### config.mk
export PLATFORM = sky130hd
export DESIGN_NAME = mim_front
export DESIGN_NICKNAME = d
export VERILOG_FILES = /design/src/sv/mim_pkg.sv /design/src/sv/mim_front.sv
export SDC_FILE = /design/constraint.sdc
export NUM_CORES = 1
export LEC_CHECK = 0
export ABC_CLOCK_PERIOD_IN_PS = 1260
export BUFFER_PORTS_ARGS = -buffer_cell sky130_fd_sc_hd__buf_2
export CORE_ASPECT_RATIO = 0.7
export CORE_MARGIN = 2
export CORE_UTILIZATION = 31
export CTS_CLUSTER_DIAMETER = 200
export DETAILED_ROUTE_END_ITERATION = 8
export GPL_TIMING_DRIVEN = 1
export SLEW_MARGIN = 20
export SYNTH_ARGS = -nofsm -noshare
export SYNTH_HDL_FRONTEND = slang
export SYNTH_SLANG_ARGS = --single-unit
### constraint.sdc
create_clock -name clk -period 1.26 [get_ports clk]
set_input_delay 0.252 -clock clk [delete_from_list [all_inputs] [get_ports clk]]
set_output_delay 0.252 -clock clk [all_outputs]
set_load 0.05 [all_outputs]
### src/sv/mim_pkg.sv
// ----------------------------------------------------------------------------
// mim_pkg
// Shared widths, register map and pipeline side-band types for the mapper.
// ----------------------------------------------------------------------------
package mim_pkg;

    localparam int LENGTH_BITS = 21;
    localparam int INDEX_BITS  = 32;
    localparam int POS_BITS    = 32;
    localparam int KW_BITS     = 11;
    localparam int SHIFT_BITS  = KW_BITS - 1;
    localparam int ADDR_BITS   = 4;
    localparam int DATA_BITS   = 32;

    localparam int DIV_STEPS   = POS_BITS + 1;
    localparam int DVD_BITS    = LENGTH_BITS + DIV_STEPS;
    localparam int PROD_BITS   = 2 * LENGTH_BITS;
    localparam int TURN_BITS   = DIV_STEPS + 2;
    localparam int TM_BITS     = TURN_BITS + LENGTH_BITS + 1;
    localparam int RES_BITS    = TM_BITS + 1;

    typedef enum logic [1:0] {
        REG_FINE_LENGTH   = 2'd0,
        REG_COARSE_LENGTH = 2'd1,
        REG_KERNEL_WIDTH  = 2'd2,
        REG_CIRCULAR      = 2'd3
    } reg_index_t;

    typedef struct packed {
        logic [LENGTH_BITS-1:0] fine_length;
        logic [LENGTH_BITS-1:0] coarse_length;
        logic [KW_BITS-1:0]     kernel_width;
        logic                   circular;
    } cfg_t;

    typedef struct packed {
        logic                     cfg_err;
        logic                     circ;
        logic                     neg;
        logic                     zero;
        logic [SHIFT_BITS-1:0]    shift_add;
        logic [LENGTH_BITS-1:0]   div_b;
        logic [LENGTH_BITS-1:0]   mul_a;
        logic [LENGTH_BITS-1:0]   lin_x;
        logic signed [TM_BITS-1:0] tm;
    } side_t;

endpackage

### src/sv/mim_front.sv
// ----------------------------------------------------------------------------
// mim_front
// Input stage: kernel shift, configuration check, linear clip and the
// selection of divisor and scale factor for the divider chain.
// ----------------------------------------------------------------------------
module mim_front
(
    input  logic                           clk,
    input  logic                           rst_n,
    input  logic                           enable,
    input  logic                           in_valid,
    input  logic                           command,
    input  logic signed [mim_pkg::POS_BITS-1:0] position,
    input  mim_pkg::cfg_t                  cfg,
    output logic                           out_valid,
    output logic [mim_pkg::DVD_BITS-1:0]   out_dividend,
    output logic [mim_pkg::LENGTH_BITS-1:0] out_divisor,
    output mim_pkg::side_t                 out_side
);
    import mim_pkg::*;

    logic [SHIFT_BITS-1:0]       shift;
    logic signed [POS_BITS:0]    x;
    logic [POS_BITS:0]           mag;
    logic [LENGTH_BITS-1:0]      xmax;
    logic [LENGTH_BITS-1:0]      nc_m1;
    logic [LENGTH_BITS-1:0]      lin_hi;
    logic [LENGTH_BITS-1:0]      lin_m;
    logic [LENGTH_BITS-1:0]      nsrc;
    logic [LENGTH_BITS-1:0]      ndst;
    logic [LENGTH_BITS-1:0]      xc;
    logic                        err;
    side_t                       side_next;
    logic [DVD_BITS-1:0]         dividend_next;
    logic                        valid_reg;
    logic [DVD_BITS-1:0]         dividend_reg;
    side_t                       side_reg;

    always_comb
    begin
        shift  = (cfg.kernel_width == '0) ? '0
                 : SHIFT_BITS'((cfg.kernel_width - KW_BITS'(1)) >> 1);
        x      = command ? (POS_BITS+1)'(position)
                 : (POS_BITS+1)'(position) - $signed({{(POS_BITS+1-SHIFT_BITS){1'b0}}, shift});
        mag    = x[POS_BITS] ? (POS_BITS+1)'(-x) : (POS_BITS+1)'(x);
        err    = (cfg.fine_length < LENGTH_BITS'(cfg.kernel_width))
                 || (cfg.fine_length == '0) || (cfg.coarse_length == '0);
        xmax   = cfg.fine_length - LENGTH_BITS'(cfg.kernel_width);
        nc_m1  = cfg.coarse_length - LENGTH_BITS'(1);
        lin_hi = command ? nc_m1 : xmax;
        lin_m  = command ? xmax : nc_m1;
        nsrc   = command ? cfg.coarse_length : cfg.fine_length;
        ndst   = command ? cfg.fine_length : cfg.coarse_length;
        if (x[POS_BITS])
            xc = '0;
        else if (x > $signed({{(POS_BITS+1-LENGTH_BITS){1'b0}}, lin_hi}))
            xc = lin_hi;
        else
            xc = x[LENGTH_BITS-1:0];

        side_next.cfg_err   = err;
        side_next.circ      = cfg.circular;
        side_next.neg       = x[POS_BITS];
        side_next.zero      = !cfg.circular && (lin_hi == '0);
        side_next.shift_add = command ? shift : '0;
        side_next.div_b     = cfg.circular ? nsrc : lin_hi;
        side_next.mul_a     = cfg.circular ? ndst : lin_m;
        side_next.lin_x     = xc;
        side_next.tm        = '0;
        dividend_next       = cfg.circular ? DVD_BITS'(mag) : '0;
    end

    always_ff @(posedge clk or negedge rst_n)
    begin
        if (!rst_n)
            valid_reg <= 1'b0;
        else if (enable)
            valid_reg <= in_valid;
    end

    always_ff @(posedge clk)
    begin
        if (enable)
        begin
            dividend_reg <= dividend_next;
            side_reg     <= side_next;
        end
    end

    assign out_valid    = valid_reg;
    assign out_dividend = dividend_reg;
    assign out_divisor  = side_reg.div_b;
    assign out_side     = side_reg;

endmodule

==> metrics.txt <==
Slew @ Worst Pin=532 ps; internal power=9.04 mW; Worst VDD drop=0.000685 V; RSZ-0062 raised after global routing=yes; achievable frequency=around 0.21 GHz; failing checks=negative setup slack; pre-CTS WS=-4060 ps; Post-synth EDFFs=110; critical path class=input port to flip-flop; P_leak=7.19 nW; vias in the first global route=10100; Worst Clk Skew=0 ps; DR WL/cell=18.0 um; cell accounting for the most synthesized area=edfxtp_1; CP Capture Type=flip-flop; H-tree depth=3; Final ANT Viol Nets=0; CP bufs+invs=5; clock latency at the later pin of the worst-skew pair=360 ps; Worst setup SP type=input port; num ports=301; max_slew headroom=between 60% and 70%; Routability Congestion=0.895; Final setup viols=roughly 110; hpwl dp=30.0 mm; Synth top area share=32.7%; Max Cap Viol=0; fin crit period=4730 ps; clock root cell=clkbuf_16; gr usage total=21.7%; site row count=55; Clock Power Share=19.0%; Hold Crit Class=input port to flip-flop; die area=34000 um2; fin nets=~1900; Sw Ratio=a little over two fifths; Mean Syn Cell Area=8.75 um2; CP peak stage delay=430 ps; antenna diode count=0; Final period util=376%; WL final=38.7 mm; Final Hold Violating Endpoints=0; register area share after synthesis=between 30% and 40%; Final WS setup=-3470 ps; Gate Count Post-Synth=around 1200; Worst path slowest cell=or4_4; initial antenna violation count=0; Netlist cell types=80; die height=155 um; clk sinks=111; area added between synthesis and finish=64.7%; WP data arrival=4860 ps; Core Region=32200 um2; I/O Buffers=222; dpl cells=2079; GRT overflow=0; Synth Register Bits=~110; status=finished with violations; Finished Layout Cells=about 2200; Crit path max-delay family=compound AO/OA/AOI/OAI gates; via count=between 10000 and 15000; Initial Util=31.3%; P_sw=6.66 mW; FFs w/ async S/R, synth=0.901%; Most common cell on crit path=ha_4; CTS Buf Count=9; Mapped Area=10100 um2; Main synth FF type=edfxtp_1; clk buf depth=2; DRC viols=0; Die W=220 um; share of post-route cells with drive strength above 1=54.3%; WP data required=approximately 1400 ps; crit path max fanout=13; combinational power share=roughly 51%; placed inst area=14100 um2; synth top area cells=edfxtp_1, buf_4, ha_1; drt pass-1 iters=5; WHS=116 ps; Reg2Reg Setup Slack=520 ps; via density per instance=4.88; Sequential Power Share=29.7%; largest net degree at the start of global routing=40; max-slew violation count=0; Syn. warnings=0; CTS tree=built; Starting DRT DRC Count=773; final instance area=16600 um2; PwrDens=approximately 940 nW/um2; Worst-path clk slew=around 80 ps; first-pass GRT wire length=~57 mm
==> cells by family after synthesis <==
family	share of synthesized area, %
buf+inv	11.8
compound gates	13.6
simple gates	21.3
other cells	0.0372
fa+ha+maj	6.10
xor+xnor	9.28
flops	33.0
mux	4.82
==> registers in the layout, indices dropped and copies added (netlist names) <==
| register | cells |
|---|---|
| out_dividend | 33 |
| out_side | 56 |
| out_valid | 1 |
| out_divisor | 21 |
==> per-layer routing <==
metal	routed length, um	track usage, %	up-vias
li1	-	-	5075
met1	17600	30.7	5047
met5	0	0	-
met2	17900	34.8	341
met4	739	5.02	0
met3	2380	3.30	39
==> layout make-up <==
cell class / count / area [um2]
clock buffer: 10 / 239
timing repair buffer: 636 / 4800
clock inverter: 6 / 50.0
tap: 427 / 534
inverter: 47 / 209
multi-input combinational: 916 / 7460
sequential: 111 / 3330
fill: 2976 / 15600
==> worst paths after layout <==
| kind | start | to | depth (start not counted) |
|---|---|---|---|
| hold / removal | in_valid | out_valid | 2 |
| max in group asynchronous | rst_n | out_valid | 2 |
| min in group asynchronous | rst_n | out_valid | 2 |
| hold reg to reg | out_valid | out_valid | 1 |
| setup reg to reg | out_valid | out_valid | 1 |
| setup / recovery | cfg[1] | out_side[66] | 25 |
==> synthesized netlist by cell type, types with 5 or more instances <==
cell type  count
a211oi_1      10
a21o_1         9
a21oi_1       82
a31oi_1        8
and3_1        12
buf_1          5
buf_4        101
clkbuf_1      44
edfxtp_1     110
ha_1          46
inv_1         45
mux2_2        10
mux2i_1       34
nand2_1       77
nand2b_1      12
nand3_1       18
nand4_1       12
nor2_1       134
nor2b_1        5
nor3_1        43
nor3b_1       10
nor4_1        17
o211ai_1       8
o21a_1        11
o21ai_0       53
o31ai_1        8
or2_2          9
or3_1         16
or4_1          6
xnor2_1       61
xor2_1        46
==> per-stage QoR <==
step / power (mW) / utilization (%) / TNS (ps)
finish: 15.7 / 51.6 / -210130
global route: 16.4 / 51.6 / -222090
CTS: 15.2 / 49.3 / -203190
detailed placement: 11.3 / 43.7 / -249340
global placement: 11.3 / 43.7 / -241120
floorplan: 9.06 / - / -191980
==> layout by cell type, fill, tap and decap left out, drive strengths merged, types with 13 or more instances in the layout <==
cell type | netlist | layout
nor4 | 21 | 21
buf | 113 | 633
a21oi | 82 | 82
or3 | 16 | 16
nand2 | 77 | 77
conb | 1 | 79
ha | 46 | 46
mux2i | 34 | 34
a211oi | 13 | 13
xor2 | 46 | 46
nor2 | 134 | 134
edfxtp | 110 | 110
o21ai | 57 | 57
nand3 | 19 | 19
or2 | 16 | 16
nor3 | 46 | 46
inv | 47 | 50
xnor2 | 61 | 61
==> power groups by stage <==
stage | clock network [mW] | logic (mW) | registers, mW
6_report | 2.99 | 8.04 | 4.67
4_1_cts | 3.08 | 7.48 | 4.67
2_1_floorplan | 0 | 3.09 | 5.98
3_3_place_gp | 0 | 6.55 | 4.74
3_5_place_dp | 0 | 6.62 | 4.73
5_1_grt | 3.20 | 8.50 | 4.70
==> what timing repair did <==
item,in CTS,in global routing
buffers inserted,45,25
endpoints found under the hold margin,1,0
cloned,2,0
setup endpoints to repair,143,174
pin swaps,96,75
hold buffers,1,0
gates resized for setup,288,154
Power figures use the tool's default switching activity.
